`config.mk`:
```
export PLATFORM = sky130hd
export DESIGN_NAME = keyframe_clip_frame_resolver_core
export DESIGN_NICKNAME = d
export VERILOG_FILES = /design/src/hdl/kcfr_pkg.sv /design/src/hdl/kcfr_cfg.sv /design/src/hdl/kcfr_alu.sv /design/src/hdl/kcfr_seq.sv /design/src/hdl/keyframe_clip_frame_resolver_core.sv
export SDC_FILE = /design/constraint.sdc
export NUM_CORES = 1
export LEC_CHECK = 0
export BUFFER_PORTS_ARGS = -buffer_cell sky130_fd_sc_hd__buf_4
export CAP_MARGIN = 20
export CELL_PAD_IN_SITES_DETAIL_PLACEMENT = 0
export CELL_PAD_IN_SITES_GLOBAL_PLACEMENT = 2
export CORE_UTILIZATION = 39
export CTS_CLUSTER_SIZE = 30
export DETAILED_ROUTE_END_ITERATION = 10
export PLACE_DENSITY_LB_ADDON = 0.08
export SYNTH_ARGS = -nofsm -noshare
export SYNTH_HDL_FRONTEND = slang
export SYNTH_SLANG_ARGS = --single-unit
```
`constraint.sdc`:
```
create_clock -name clk -period 10.05 [get_ports clk]
set_input_delay 1.5075 -clock clk [delete_from_list [all_inputs] [get_ports clk]]
set_output_delay 1.5075 -clock clk [all_outputs]
set_load 0.01 [all_outputs]
```
`src/hdl/kcfr_pkg.sv`:
```
// Shared types, register codes and slot helpers for the keyframe clip frame resolver.
package kcfr_pkg;

  localparam int SLOT_COUNT  = 8;
  localparam int SLOT_BITS   = 16;
  localparam int ID_BITS     = 8;
  localparam int APB_DATA_W  = 64;
  localparam int APB_ADDR_W  = 6;
  localparam int IN_TDATA_W  = 32;
  localparam int OUT_TDATA_W = 40;

  localparam logic [63:0] DUR_RESET = 64'h0001_0001_0001_0001;
  localparam logic [3:0]  FRAME_COUNT_RESET = 4'd1;

  typedef enum logic [2:0] {
    REG_ONCE_MODE,
    REG_FRAME_COUNT,
    REG_DUR_LOW,
    REG_DUR_HIGH,
    REG_FRAME_IDS
  } reg_idx_t;

  typedef struct packed {
    logic        once_mode;
    logic [3:0]  frame_count;
    logic [63:0] durations_low;
    logic [63:0] durations_high;
    logic [63:0] frame_ids;
  } cfg_t;

  typedef enum logic [2:0] {
    ST_IDLE,
    ST_SUM,
    ST_CHECK,
    ST_DIV,
    ST_WALK,
    ST_DONE
  } state_t;

  typedef enum logic {
    ALU_ADD,
    ALU_SUB
  } alu_op_t;

  function automatic logic [SLOT_BITS-1:0] dur_slot(cfg_t c, logic [2:0] k);
    logic [2*64-1:0] w;
    w = {c.durations_high, c.durations_low};
    return w[k*SLOT_BITS +: SLOT_BITS];
  endfunction

  function automatic logic [ID_BITS-1:0] id_slot(cfg_t c, logic [2:0] k);
    return c.frame_ids[k*ID_BITS +: ID_BITS];
  endfunction

endpackage

```
`src/hdl/kcfr_cfg.sv`:
```
// APB register file holding clip mode, frame count, durations and frame ids.
module kcfr_cfg (
  input  logic                            clk,
  input  logic                            rst,
  input  logic                            psel,
  input  logic                            penable,
  input  logic                            pwrite,
  input  logic [kcfr_pkg::APB_ADDR_W-1:0] paddr,
  input  logic [kcfr_pkg::APB_DATA_W-1:0] pwdata,
  output logic [kcfr_pkg::APB_DATA_W-1:0] prdata,
  output logic                            pready,
  output kcfr_pkg::cfg_t                  cfg
);
  import kcfr_pkg::*;

  reg_idx_t idx;
  logic     wr;

  assign idx    = reg_idx_t'(paddr[APB_ADDR_W-1:3]);
  assign pready = 1'b1;
  assign wr     = psel && penable && pwrite && pready;

  always_ff @(posedge clk) begin
    if (rst) begin
      cfg.once_mode      <= 1'b0;
      cfg.frame_count    <= FRAME_COUNT_RESET;
      cfg.durations_low  <= DUR_RESET;
      cfg.durations_high <= DUR_RESET;
      cfg.frame_ids      <= '0;
    end else if (wr) begin
      case (idx)
        REG_ONCE_MODE:   cfg.once_mode      <= pwdata[0];
        REG_FRAME_COUNT: cfg.frame_count    <= pwdata[3:0];
        REG_DUR_LOW:     cfg.durations_low  <= pwdata;
        REG_DUR_HIGH:    cfg.durations_high <= pwdata;
        REG_FRAME_IDS:   cfg.frame_ids      <= pwdata;
        default: ;
      endcase
    end
  end

  always_comb begin
    case (idx)
      REG_ONCE_MODE:   prdata = {{(APB_DATA_W-1){1'b0}}, cfg.once_mode};
      REG_FRAME_COUNT: prdata = {{(APB_DATA_W-4){1'b0}}, cfg.frame_count};
      REG_DUR_LOW:     prdata = cfg.durations_low;
      REG_DUR_HIGH:    prdata = cfg.durations_high;
      REG_FRAME_IDS:   prdata = cfg.frame_ids;
      default:         prdata = '0;
    endcase
  end

endmodule

```
`src/hdl/kcfr_alu.sv`:
```
// Shared adder/subtractor with borrow out, used by every step of the sequencer.
module kcfr_alu #(
  parameter int W = 34
) (
  input  kcfr_pkg::alu_op_t op,
  input  logic [W-1:0]      a,
  input  logic [W-1:0]      b,
  output logic [W-1:0]      y,
  output logic              borrow
);
  import kcfr_pkg::*;

  logic [W:0] full;

  always_comb begin
    case (op)
      ALU_ADD: full = {1'b0, a} + {1'b0, b};
      ALU_SUB: full = {1'b0, a} - {1'b0, b};
      default: full = '0;
    endcase
    y      = full[W-1:0];
    borrow = (op == ALU_SUB) && full[W];
  end

endmodule

```
`src/hdl/kcfr_seq.sv`:
```
// Sequencer: clip total, once-mode end check, restoring modulo, frame walk, output register.
module kcfr_seq #(
  parameter int MAX_FRAMES    = 8,
  parameter int DURATION_BITS = 16,
  parameter int TW            = 32,
  parameter int SW            = 20,
  parameter int AW            = 33
) (
  input  logic                             clk,
  input  logic                             rst,
  input  kcfr_pkg::cfg_t                   cfg,
  input  logic                             s_tvalid,
  output logic                             s_tready,
  input  logic [kcfr_pkg::IN_TDATA_W-1:0]  s_tdata,
  output logic                             m_tvalid,
  input  logic                             m_tready,
  output logic [kcfr_pkg::OUT_TDATA_W-1:0] m_tdata,
  output logic                             m_tuser,
  output kcfr_pkg::alu_op_t                alu_op,
  output logic [AW-1:0]                    alu_a,
  output logic [AW-1:0]                    alu_b,
  input  logic [AW-1:0]                    alu_y,
  input  logic                             alu_borrow
);
  import kcfr_pkg::*;

  localparam int NW = $clog2(MAX_FRAMES + 1);
  localparam int BW = $clog2(TW);

  state_t state, state_next;

  logic [TW-1:0]            t;
  logic [SW-1:0]            acc;
  logic [SW-1:0]            rem;
  logic [NW-1:0]            cnt;
  logic [BW-1:0]            bcnt;
  logic                     fin;
  logic                     out_valid;

  logic [NW-1:0]            n;
  logic [NW-1:0]            n_last;
  logic [NW:0]              cnt_inc;
  logic [2:0]               k3;
  logic [SLOT_BITS-1:0]     slot;
  logic [DURATION_BITS-1:0] dur;
  logic                     load;

  always_comb begin
    if (cfg.frame_count == 4'd0) begin
      n = NW'(1);
    end else if (cfg.frame_count > 4'(MAX_FRAMES)) begin
      n = NW'(MAX_FRAMES);
    end else begin
      n = NW'(cfg.frame_count);
    end
    n_last  = n - NW'(1);
    cnt_inc = {1'b0, cnt} + (NW+1)'(1);
    k3      = 3'(cnt);
    slot    = dur_slot(cfg, k3);
    dur     = (slot[DURATION_BITS-1:0] == '0) ? DURATION_BITS'(1)
                                              : slot[DURATION_BITS-1:0];
  end

  assign s_tready = (state == ST_IDLE) && !rst;
  assign m_tvalid = out_valid;
  assign load     = (state == ST_DONE) && (!out_valid || m_tready);

  always_ff @(posedge clk) begin
    if (rst) begin
      state <= ST_IDLE;
    end else begin
      state <= state_next;
    end
  end

  always_comb begin
    state_next = state;
    alu_op     = ALU_ADD;
    alu_a      = '0;
    alu_b      = '0;
    case (state)
      ST_IDLE: begin
        if (s_tvalid) state_next = ST_SUM;
      end
      ST_SUM: begin
        alu_op = ALU_ADD;
        alu_a  = AW'(acc);
        alu_b  = AW'(dur);
        if (cnt == n_last) state_next = ST_CHECK;
      end
      ST_CHECK: begin
        alu_op = ALU_SUB;
        alu_a  = AW'(t);
        alu_b  = AW'(acc);
        if (cfg.once_mode && !alu_borrow) begin
          state_next = ST_DONE;
        end else begin
          state_next = ST_DIV;
        end
      end
      ST_DIV: begin
        alu_op = ALU_SUB;
        alu_a  = AW'({rem, t[bcnt]});
        alu_b  = AW'(acc);
        if (bcnt == '0) state_next = ST_WALK;
      end
      ST_WALK: begin
        alu_op = ALU_SUB;
        alu_a  = AW'(rem);
        alu_b  = AW'(dur);
        if (alu_borrow || cnt_inc >= {1'b0, n}) state_next = ST_DONE;
      end
      ST_DONE: begin
        if (load) state_next = ST_IDLE;
      end
      default: state_next = ST_IDLE;
    endcase
  end

  always_ff @(posedge clk) begin
    case (state)
      ST_IDLE: begin
        if (s_tvalid) begin
          t   <= s_tdata[TW-1:0];
          acc <= '0;
          cnt <= '0;
          fin <= 1'b0;
        end
      end
      ST_SUM: begin
        acc <= alu_y[SW-1:0];
        if (cnt != n_last) cnt <= cnt_inc[NW-1:0];
      end
      ST_CHECK: begin
        rem  <= '0;
        bcnt <= BW'(TW - 1);
        if (cfg.once_mode && !alu_borrow) begin
          fin <= 1'b1;
          cnt <= n_last;
        end else begin
          cnt <= '0;
        end
      end
      ST_DIV: begin
        if (alu_borrow) begin
          rem <= alu_a[SW-1:0];
        end else begin
          rem <= alu_y[SW-1:0];
        end
        bcnt <= bcnt - BW'(1);
      end
      ST_WALK: begin
        if (!alu_borrow && cnt_inc < {1'b0, n}) begin
          rem <= alu_y[SW-1:0];
          cnt <= cnt_inc[NW-1:0];
        end
      end
      default: ;
    endcase
  end

  always_ff @(posedge clk) begin
    if (rst) begin
      out_valid <= 1'b0;
    end else if (load) begin
      out_valid <= 1'b1;
    end else if (m_tready) begin
      out_valid <= 1'b0;
    end
  end

  always_ff @(posedge clk) begin
    if (load) begin
      m_tdata[7:0]   <= id_slot(cfg, k3);
      m_tdata[23:8]  <= fin ? 16'(dur) : 16'(rem);
      m_tdata[39:24] <= 16'(dur);
      m_tuser        <= fin;
    end
  end

endmodule

```
`src/hdl/keyframe_clip_frame_resolver_core.sv`:
```
// Keyframe clip frame resolver: top level with register file, sequencer and shared adder.
// Each beat on the slave side carries an elapsed tick count; the block answers with one
// beat naming the keyframe on show, the ticks spent in it, its length and, in tuser, a
// flag set when a once-mode clip has reached its end. All work runs through one shared
// adder/subtractor: a sum over the n frames in use, one compare, TICK_BITS (at most 32)
// restoring-modulo steps, then up to n steps of the frame walk; a once-mode clip past
// its end skips the modulo and the walk. s_tready is high only between items; a finished
// result waits in the output register, so the next item can start while it is unread.
// Registers sit at byte addresses 8*i on the APB port; they must be written only while
// the block is idle, which the user must ensure: the block itself does not enforce it.
module keyframe_clip_frame_resolver_core #(
  parameter int MAX_FRAMES    = 8,
  parameter int DURATION_BITS = 16,
  parameter int TICK_BITS     = 32
) (
  input  logic                             clk,
  input  logic                             rst,
  input  logic                             psel,
  input  logic                             penable,
  input  logic                             pwrite,
  input  logic [kcfr_pkg::APB_ADDR_W-1:0]  paddr,
  input  logic [kcfr_pkg::APB_DATA_W-1:0]  pwdata,
  output logic [kcfr_pkg::APB_DATA_W-1:0]  prdata,
  output logic                             pready,
  input  logic                             s_tvalid,
  output logic                             s_tready,
  // [31:0] elapsed_ticks
  input  logic [kcfr_pkg::IN_TDATA_W-1:0]  s_tdata,
  output logic                             m_tvalid,
  input  logic                             m_tready,
  // [7:0] frame_id, [23:8] frame_elapsed, [39:24] frame_length
  output logic [kcfr_pkg::OUT_TDATA_W-1:0] m_tdata,
  // [0] finished
  output logic                             m_tuser
);
  import kcfr_pkg::*;

  localparam int TW = (TICK_BITS < IN_TDATA_W) ? TICK_BITS : IN_TDATA_W;
  localparam int SW = DURATION_BITS + $clog2(MAX_FRAMES + 1);
  localparam int AW = ((SW > TW) ? SW : TW) + 1;

  cfg_t          cfg;
  alu_op_t       alu_op;
  logic [AW-1:0] alu_a;
  logic [AW-1:0] alu_b;
  logic [AW-1:0] alu_y;
  logic          alu_borrow;

  kcfr_cfg u_cfg (
    .clk     (clk),
    .rst     (rst),
    .psel    (psel),
    .penable (penable),
    .pwrite  (pwrite),
    .paddr   (paddr),
    .pwdata  (pwdata),
    .prdata  (prdata),
    .pready  (pready),
    .cfg     (cfg)
  );

  kcfr_alu #(
    .W (AW)
  ) u_alu (
    .op     (alu_op),
    .a      (alu_a),
    .b      (alu_b),
    .y      (alu_y),
    .borrow (alu_borrow)
  );

  kcfr_seq #(
    .MAX_FRAMES    (MAX_FRAMES),
    .DURATION_BITS (DURATION_BITS),
    .TW            (TW),
    .SW            (SW),
    .AW            (AW)
  ) u_seq (
    .clk        (clk),
    .rst        (rst),
    .cfg        (cfg),
    .s_tvalid   (s_tvalid),
    .s_tready   (s_tready),
    .s_tdata    (s_tdata),
    .m_tvalid   (m_tvalid),
    .m_tready   (m_tready),
    .m_tdata    (m_tdata),
    .m_tuser    (m_tuser),
    .alu_op     (alu_op),
    .alu_a      (alu_a),
    .alu_b      (alu_b),
    .alu_y      (alu_y),
    .alu_borrow (alu_borrow)
  );

endmodule
```
==> flow_metrics.py, run 1 <==
metrics = {
    "outcome": {
        "status": "completed",
    },
    "timing": {
        "report.final.slew_viol_count": 0,
        "finalHoldViolations": 0,
        "fmax_mhz": 157,
        "fin_skew_ns": 0.0213,
        "fin_tns_setup_ns": 0,
        "finalCritPeriodShare_pct": 63.2,
        "rsz0062_at_grt": "no",
        "finalSetupViolCount": 0,
        "tightest_slew_ns": 1.08,
        "slew_headroom_pct": 25.8,
        "layout_min_cycle_time_ns": 6.36,
        "fin_ws_ns": 3.69,
    },
    "yosys": {
        "synth.avg_cell_area_um2": 9.02,
        "yosysTopAreaCellShare_pct": 23.2,
        "synthCells": 1920,
        "synth_top_cell_by_area": "dfxtp_1",
        "synth_ff_type": "dfxtp_1",
        "synth_edf_count": 123,
        "ys_ff_latch": 324,
        "ys_async_sr_fraction_pct": 0,
        "post_synth_num_cell_types": 73,
        "synth_area_um2": 17300,
        "ys_warn_count": 0,
        "synth_fp_nets": 2077,
        "ys_seq_area_share_pct": 44.6,
        "synthTopCellsByArea": "dfxtp_1 (23%), edfxtp_1 (21%), nand2_1 (11%)",
    },
    "global_routing": {
        "grt_util_met1_pct": 34.0,
        "gr-total-overflow": 0,
        "grt_use_met3_pct": 3.00,
        "grt_pass1_wl_um": 94700,
        "antenna_found_initial": 1,
        "grt_max_degree": 101,
        "gr-usage-all-layers_pct": 28.6,
        "grt_pass1_vias": 14600,
        "use_met2_pct": 51.8,
        "top_usage_layer": "met2",
    },
    "clock_network": {
        "cts_buffers": 39,
        "htreeDepth": 2,
        "cts.repair.resized": 0,
        "cts_tree": "built",
        "cts_root_buffer": "clkbuf_16",
        "clk_path_buf_depth": 3,
        "cts_sinks": 324,
        "cts_setup_buffers": 0,
        "hold_buffers": 0,
        "path_clk_slew_ns": 0.06,
        "clk_latency_ns": 0.57,
    },
    "floorplan": {
        "die_w_um": 213,
        "initial_utilization_pct": 39.9,
        "die-area_um2": 45300,
        "core_area_um2": 43500,
        "die_h_um": 213,
        "io_pins": 217,
        "num_rows": 76,
    },
    "detailed_routing": {
        "wirelength_um": 64600,
        "drtAntennaViolNets": 0,
        "drt-pass1-iter-count": 5,
        "vias": 14900,
        "wl_per_cell_um": 24.1,
        "drc": 0,
        "vias_per_cell": 5.58,
        "drt_iter0_markers": 1051,
    },
    "pwr": {
        "p_leak_nw": 7.85,
        "irDropWorstVdd_uv": 123,
        "power_density_nw_per_um2": 229,
    },
    "final_layout": {
        "final_cell_mix": "nand2_1 (515), buf_4 (233), a21oi_1 (228)",
        "drive_gt1_share_pct": 18.7,
        "fin_nets": 2215,
        "final_util_pct": 47.5,
        "final_area_um2": 20600,
        "final_common_cell": "nand2_1",
        "synthToLayoutAreaGrowth_pct": 19.2,
    },
    "hold_path": {
        "holdPathStages": 2,
        "min_path_type": "flop to flop",
        "hold_start": "u_cfg.cfg[50]",
        "hold_end": "u_cfg.cfg[50]",
    },
    "placement": {
        "place_ws_ns": 3.42,
        "placed_area_um2": 19300,
        "hpwlAfterDp_um": 44400,
        "gp_congestion": 0.887,
        "place.port_buffers": 212,
    },
    "worst_setup_path": {
        "reg2reg_depth": 17,
        "r2r_start": "u_seq.cnt[0]",
        "crit_required_ns": 10.34,
        "r2r_end": "u_seq.rem[18]",
        "crit_path_end_kind": "flop",
        "startpoint_type": "flop",
        "critical_path_class": "flop to flop",
        "cp_max_fo": 38,
        "arrival_ns": 6.65,
        "r2r_slack_ns": 3.69,
    },
    "run": {
        "cap_violations": 0,
    },
}
## worst max-delay path by stage
stage                 startpoint       endpoint  slack (ns)
CTS                 u_seq.cnt[0]   u_seq.rem[8]        3.39
finish              u_seq.cnt[0]  u_seq.rem[18]        3.69
global placement    u_seq.cnt[0]   u_seq.rem[6]        3.46
global route        u_seq.cnt[0]  u_seq.rem[18]        3.31
floorplan           u_seq.cnt[0]  u_seq.rem[14]        5.62
detailed placement  u_seq.cnt[0]   u_seq.rem[7]        3.42
## flip-flops by register name (all words and copies together), names as in the netlist
register        count
u_seq.t            32
u_seq.acc          20
u_seq.state         3
u_seq.rem          20
u_seq.m_tdata      40
u_seq.bcnt          5
u_seq.cnt           4
u_seq.fin           1
u_seq.m_tuser       1
u_cfg.cfg         197
u_seq.m_tvalid      1
## where the power goes
part	total (mW)	switching [mW]	leakage (nW)	internal, mW
registers	1.61	0.0866	2.80	1.53
clock network	1.41	0.585	0.620	0.829
logic	1.70	1.06	4.42	0.640
## cells in the mapped netlist (43+ instances only)
| cell | instances |
|---|---|
| nand2_1 | 515 |
| a21oi_1 | 228 |
| dfxtp_1 | 201 |
| edfxtp_1 | 123 |
| clkbuf_1 | 106 |
| o21ai_0 | 101 |
| nor2_1 | 91 |
| mux2i_1 | 83 |
| mux4_2 | 59 |
| inv_1 | 53 |
| ha_1 | 46 |
| a22oi_1 | 43 |
## critical path, stage by stage, from the launching register on
cell	delay (ns)
edfxtp_1	0.32
buf_4	0.62
mux4_2	0.58
mux2i_1	0.85
nand4_1	0.17
nor4_1	0.56
a211oi_1	0.22
o21ai_0	0.34
ha_1	0.29
fa_1	0.27
a211oi_1	0.11
o21ai_0	0.16
o21ai_0	0.18
o31ai_1	0.60
a21oi_1	0.16
a311oi_2	0.27
xor2_1	0.25
o2bb2ai_1	0.09
## cell type report
| type | instances | area, um^2 |
|---|---|---|
| antenna | 1 | 2.50 |
| clock inverter | 23 | 200 |
| fill | 4248 | 22800 |
| sequential | 324 | 7720 |
| inverter | 56 | 210 |
| timing repair buffer | 238 | 1860 |
| tap | 585 | 732 |
| clock buffer | 49 | 1060 |
| multi-input combinational | 1399 | 8860 |
## metal layers
| metal | up-vias | wire, um |
|---|---|---|
| li1 | 7037 | - |
| met1 | 7347 | 25600 |
| met2 | 432 | 33400 |
| met3 | 104 | 2730 |
| met4 | 0 | 2780 |
| met5 | - | 0 |
## stage by stage
stage / total power, mW / std cells / hold WS, ns
after floorplan: 2.83 / 1920 / 0.443
after global placement: 3.30 / 2598 / 0.452
after detailed placement: 3.33 / 2599 / 0.458
after CTS: 4.75 / 2671 / 0.466
after global routing: 4.98 / 2674 / 0.491
final: 4.73 / 2675 / 0.466
## cell families (layout without fill, tap and decap cells)
family,Yosys count,in the layout,share of synthesized area [%]
and+or+nand+nor,696,696,16.4
AOI/OAI and AO/OA,476,476,16.5
DFF,324,324,44.6
buffers and inverters,197,366,4.54
muxes,152,152,13.1
adders and majority gates,48,48,3.55
xor gates and xnor gates,26,26,1.31
other,1,2,0.0216
Note: power is estimated with default switching activity, not from simulation.
==> run 2, diff against run 1 <==
CORE_UTILIZATION = 33   (was 39)
clock period = 5.5 ns   (was 10.05 ns; I/O delays follow)
==> run 2 against run 1 <==
Effect of this change: first-iteration DRC count up 5.6%; final area up 1.8%; power up 86%; worst setup slack worse by 3.4 ns; non-clock buffer count up 30; hold slack worse by 0.038 ns; sequential cell count unchanged; critical path type unchanged; count of clock-buffer cells in the layout up 9.
==> flow_metrics.py, run 2 (same netlist as run 1, synthesis figures left out) <==
metrics = {
    "final_layout": {
        "diodes": 0,
        "final_cell_mix": "nand2_1 (515), buf_4 (263), a21oi_1 (228)",
        "fillCellCount": 5125,
        "reg.largest.list": "u_cfg.cfg (197), u_seq.m_tdata (40), u_seq.t (32)",
        "final_common_cell": "nand2_1",
        "regMostFlops": "u_cfg.cfg",
        "fin_nets": 2246,
        "drive_gt1_share_pct": 20.0,
        "largest_reg_flops": 197,
        "final_util_pct": 40.7,
        "synthToLayoutAreaGrowth_pct": 21.3,
    },
    "worst_setup_path": {
        "setup.worst_path.start": "u_seq.cnt[0]",
        "crit_required_ns": 5.78,
        "reg2reg_depth": 19,
        "r2r_end": "u_seq.acc[18]",
        "r2r_slack_ns": 0.30,
        "crit_path_end_kind": "flop",
        "startpoint_type": "flop",
        "r2r_start": "u_seq.cnt[0]",
        "cp_max_fo": 28,
        "arrival_ns": 5.48,
        "critical_path_class": "flop to flop",
        "crit_end": "u_seq.acc[18]",
    },
    "clock_network": {
        "hold_buffers": 0,
        "clk_latency_ns": 0.58,
        "cts_tree": "built",
        "cts_buffers": 40,
        "path_clk_slew_ns": 0.07,
        "cts_sinks": 324,
        "htreeDepth": 2,
        "cts_root_buffer": "clkbuf_16",
        "clk_path_buf_depth": 3,
        "cts.repair.resized": 0,
        "cts_setup_buffers": 0,
    },
    "global_routing": {
        "grt_pass1_wl_um": 101000,
        "antenna_found_initial": 0,
        "gr-total-overflow": 0,
        "gr-usage-all-layers_pct": 25.8,
        "grt_max_degree": 117,
        "grt_pass1_vias": 15000,
    },
    "timing": {
        "finalHoldViolations": 0,
        "tightest_slew_ns": 1.08,
        "rsz0062_at_grt": "no",
        "finalSetupViolCount": 0,
        "slew_headroom_pct": 27.9,
        "hold-worst-slack_ns": 0.429,
        "layout_min_cycle_time_ns": 5.20,
        "report.final.slew_viol_count": 0,
        "fin_ws_ns": 0.299,
        "finalCritPeriodShare_pct": 94.6,
        "fin_skew_ns": 0.0244,
        "fmax_mhz": 192,
        "fin_tns_setup_ns": 0,
    },
    "outcome": {
        "status": "completed",
    },
    "floorplan": {
        "io_pins": 217,
        "initial_utilization_pct": 33.6,
        "die-area_um2": 53400,
        "die_w_um": 231,
        "die_h_um": 231,
        "num_rows": 83,
        "core_area_um2": 51600,
    },
    "placement": {
        "place_ws_ns": 0.181,
        "hpwlAfterDp_um": 49100,
        "place.port_buffers": 212,
        "gp_congestion": 0.891,
    },
    "detailed_routing": {
        "wirelength_um": 68800,
        "drt-pass1-iter-count": 5,
        "drc": 0,
        "drtAntennaViolNets": 0,
        "vias": 15000,
        "wl_per_cell_um": 24.6,
        "drt_iter0_markers": 1110,
        "vias_per_cell": 5.36,
    },
    "pwr": {
        "irDropWorstVdd_uv": 238,
        "p_leak_nw": 8.00,
        "total_power_mw": 8.81,
        "power_density_nw_per_um2": 419,
    },
    "run": {
        "cap_violations": 0,
    },
    "hold_path": {
        "holdPathStages": 1,
        "min_path_type": "primary input to flop",
        "hold_start": "s_tdata[13]",
    },
}
run 2: cell count changes in the layout (fill, tap and decap cells not counted), moves of 2 or more:
cell | before | now
buf_12 | 1 | 4
buf_16 | 3 | 0
buf_4 | 233 | 263
clkbuf_1 | 6 | 11
clkbuf_8 | 3 | 6
clkinv_1 | 9 | 2
clkinv_2 | 8 | 5
clkinv_4 | 0 | 2
run 2: power by group:
group | internal (mW) | switching, mW | leakage [nW]
sequential | 2.79 | 0.160 | 2.80
combinational | 1.19 | 1.96 | 4.56
clock | 1.60 | 1.11 | 0.642
total | 5.58 | 3.23 | 8.00
run 2: worst max-delay path, stage by stage, from the launching register on:
cell and delay [ns]:
edfxtp_1 0.39, buf_12 0.24, buf_4 0.24, mux4_2 0.52
mux2i_2 0.27, nand4_1 0.12, nor4_1 0.32, buf_4 0.18
a211oi_1 0.07, o21ai_1 0.21, ha_1 0.25, fa_1 0.23
nor2_1 0.07, o221ai_1 0.34, a211oi_2 0.19, a41o_1 0.33
a211o_1 0.29, a311oi_2 0.31, xor2_1 0.23, nor2_1 0.06
run 2: how the worst min path moves through the flow:
stage / to / slack [ns]
floorplan: u_cfg.cfg[65] / 0.44
global placement: u_cfg.cfg[60] / 0.45
detailed placement: u_cfg.cfg[173] / 0.46
CTS: u_seq.t[18] / 0.40
global route: u_seq.t[20] / 0.41
finish: u_seq.t[13] / 0.43
run 2: through the flow:
stage                     instances  area (um^2)
after floorplan                1920        17300
after global placement         2726        19700
after detailed placement       2726        19700
after CTS                      2798        21000
after global routing           2799        21000
final                          2799        21000
run 2: cell type report:
class | count | area, um^2 | share of cell area [%]
clock buffer | 58 | 1150 | 5.47
multi-input combinational | 1399 | 8860 | 42.2
sequential | 324 | 7720 | 36.7
timing repair buffer | 268 | 2070 | 9.83
tap | 680 | 851 | 4.05
clock inverter | 14 | 161 | 0.768
inverter | 56 | 210 | 1.00
run 2: metal layers:
metal	vias up	track usage, %	part of all wire [%]
met5	-	0	0
met4	0	11.5	4.4
met3	115	2.55	3.8
met2	387	46.3	51
met1	7386	31.0	40
li1	7109	-	-
==> run 3, diff against run 2 <==
CORE_UTILIZATION = 34   (was 33)
SYNTH_HIERARCHICAL = 1   (was default)
==> run 3 against run 2 <==
Effect of this change: the flow now finishes with violations (setup timing); routed wire length up 5.1%; highest routed layer unchanged; area after synthesis up 8.8%; largest cell class unchanged; hold slack better by 0.0043 ns; clock skew down 0.0093 ns; synthesized cell count up 2.4%; critical endpoint is now u_seq/rem[14].
==> flow_metrics.py, run 3 <==
metrics = {
    "outcome": {
        "status": "complete, but fails checks",
        "violations": "setup timing",
    },
    "timing": {
        "fin_skew_ns": 0.0151,
        "report.final.slew_viol_count": 0,
        "finalHoldViolations": 0,
        "finalCritPeriodShare_pct": 105,
        "layout_min_cycle_time_ns": 5.78,
        "slew_headroom_pct": 34.3,
        "tightest_slew_ns": 0.985,
        "hold-worst-slack_ns": 0.433,
        "rsz0062_at_grt": "yes",
        "finalSetupViolCount": 51,
        "fmax_mhz": 173,
        "fin_ws_ns": -0.281,
    },
    "pwr": {
        "irDropWorstVdd_uv": 322,
        "power_density_nw_per_um2": 546,
        "total_power_mw": 13.4,
        "p_leak_nw": 10.2,
    },
    "clock_network": {
        "cts_sinks": 324,
        "cts_root_buffer": "clkbuf_16",
        "clk_latency_ns": 0.57,
        "path_clk_slew_ns": 0.06,
        "clk_path_buf_depth": 3,
        "cts_buffers": 40,
        "hold_buffers": 0,
        "htreeDepth": 2,
        "cts_tree": "built",
    },
    "hold_path": {
        "hold_start": "s_tdata[9]",
        "holdPathStages": 1,
        "min_path_type": "primary input to flop",
        "hold_end": "u_seq/t[9]",
    },
    "final_layout": {
        "drive_gt1_share_pct": 29.3,
        "diodes": 0,
        "synthToLayoutAreaGrowth_pct": 30.5,
        "reg.largest.list": "u_cfg/cfg (197), u_seq/m_tdata (40), u_seq/t (32)",
        "fin_nets": 2487,
        "largest_reg_flops": 197,
        "final_util_pct": 45.3,
        "final_cell_mix": "buf_4 (458), o21ai_0 (314), dfxtp_1 (201)",
        "final_common_cell": "buf_4",
        "regMostFlops": "u_cfg/cfg",
    },
    "global_routing": {
        "grt_max_degree": 199,
        "gr-total-overflow": 0,
        "gr-usage-all-layers_pct": 25.3,
        "grt_pass1_vias": 16600,
        "grt_pass1_wl_um": 106000,
        "antenna_found_initial": 0,
    },
    "floorplan": {
        "die_w_um": 237,
        "num_rows": 85,
        "initial_utilization_pct": 34.7,
        "io_pins": 217,
        "die_h_um": 237,
        "core_area_um2": 54300,
        "die-area_um2": 56400,
    },
    "detailed_routing": {
        "drt-pass1-iter-count": 5,
        "wirelength_um": 72300,
        "drc": 0,
        "drt_iter0_markers": 1152,
        "vias": 16200,
        "drtAntennaViolNets": 0,
        "vias_per_cell": 5.23,
        "wl_per_cell_um": 23.3,
    },
    "run": {
        "cap_violations": 0,
    },
    "placement": {
        "gp_congestion": 0.921,
        "hpwlAfterDp_um": 50400,
        "place.port_buffers": 212,
    },
    "worst_setup_path": {
        "crit_required_ns": 5.77,
        "cp_max_fo": 13,
        "critical_path_class": "flop to flop",
        "startpoint_type": "flop",
        "arrival_ns": 6.05,
        "r2r_end": "u_seq/rem[14]",
        "reg2reg_depth": 28,
        "cp_slowest_cell": "or4_4",
        "r2r_start": "u_seq/cnt[0]",
        "r2r_slack_ns": -0.28,
        "crit_path_end_kind": "flop",
        "cp_slowest_stage_delay_ns": 0.57,
    },
    "yosys": {
        "synthCells": 1966,
        "synth_area_um2": 18800,
        "synth.avg_cell_area_um2": 9.59,
        "ys_warn_count": 6,
    },
}
run 3: final cells by class:
class | instances | area [um^2]
inverter | 45 | 169
tap | 739 | 925
sequential | 324 | 7720
fill | 5191 | 29700
multi-input combinational | 1440 | 10600
clock buffer | 61 | 1150
timing repair buffer | 486 | 3910
clock inverter | 9 | 98.8
run 3: worst max-delay path by stage:
stage	startpoint	to	slack [ns]	cells past startpoint
2_1_floorplan	u_seq/cnt[0]	u_seq/state[0]	0.02	26
3_3_place_gp	u_seq/cnt[0]	u_seq/cnt[0]	-0.54	26
3_5_place_dp	u_seq/cnt[0]	u_seq/cnt[3]	-0.61	26
4_1_cts	u_seq/cnt[0]	u_seq/cnt[2]	-0.39	29
5_1_grt	u_seq/cnt[0]	u_seq/cnt[0]	-0.48	28
6_report	u_seq/cnt[0]	u_seq/rem[14]	-0.28	28
run 3: worst max-delay path, delay by kind of cell, from the launching register on:
kind | cells | cell delay (ns)
and+or+nand+nor | 10 | 1.50
buffers and inverters | 6 | 0.88
AOI/OAI and AO/OA | 7 | 1.40
DFF | 1 | 0.34
muxes | 2 | 0.74
adders and majority gates | 2 | 0.51
xor gates and xnor gates | 1 | 0.10
run 3: what timing repair did:
action | CTS | global route
pin swaps | 19 | 34
cloned | 3 | 1
gates resized for setup | 61 | 43
buffers inserted | 27 | 9
endpoints found under the setup margin | 51 | 52
run 3: report_power, final:
group	switching (mW)	leakage, nW	total, mW	internal (mW)
registers	0.172	2.81	3.06	2.89
logic	3.98	6.82	7.76	3.78
clock network	1.06	0.609	2.59	1.53
total	5.21	10.2	13.4	8.20
run 3: layer usage:
| metal | global-route usage, % | up-vias | routed length [um] |
|---|---|---|---|
| li1 | - | 7739 | - |
| met4 | 9.56 | 0 | 2520 |
| met5 | 0 | - | 0 |
| met1 | 29.9 | 8031 | 29300 |
| met2 | 46.8 | 342 | 38100 |
| met3 | 2.72 | 108 | 2330 |
run 3: metrics by stage:
step	TNS, ns	std cells	area [um^2]	setup slack [ns]
finish	-12.19	3104	24600	-0.281
global route	-22.21	3104	24600	-0.485
CTS	-16.17	3102	24400	-0.395
detailed placement	-26.32	3003	22700	-0.609
global placement	-23.36	3003	22700	-0.537
floorplan	0	1979	18900	0.0194
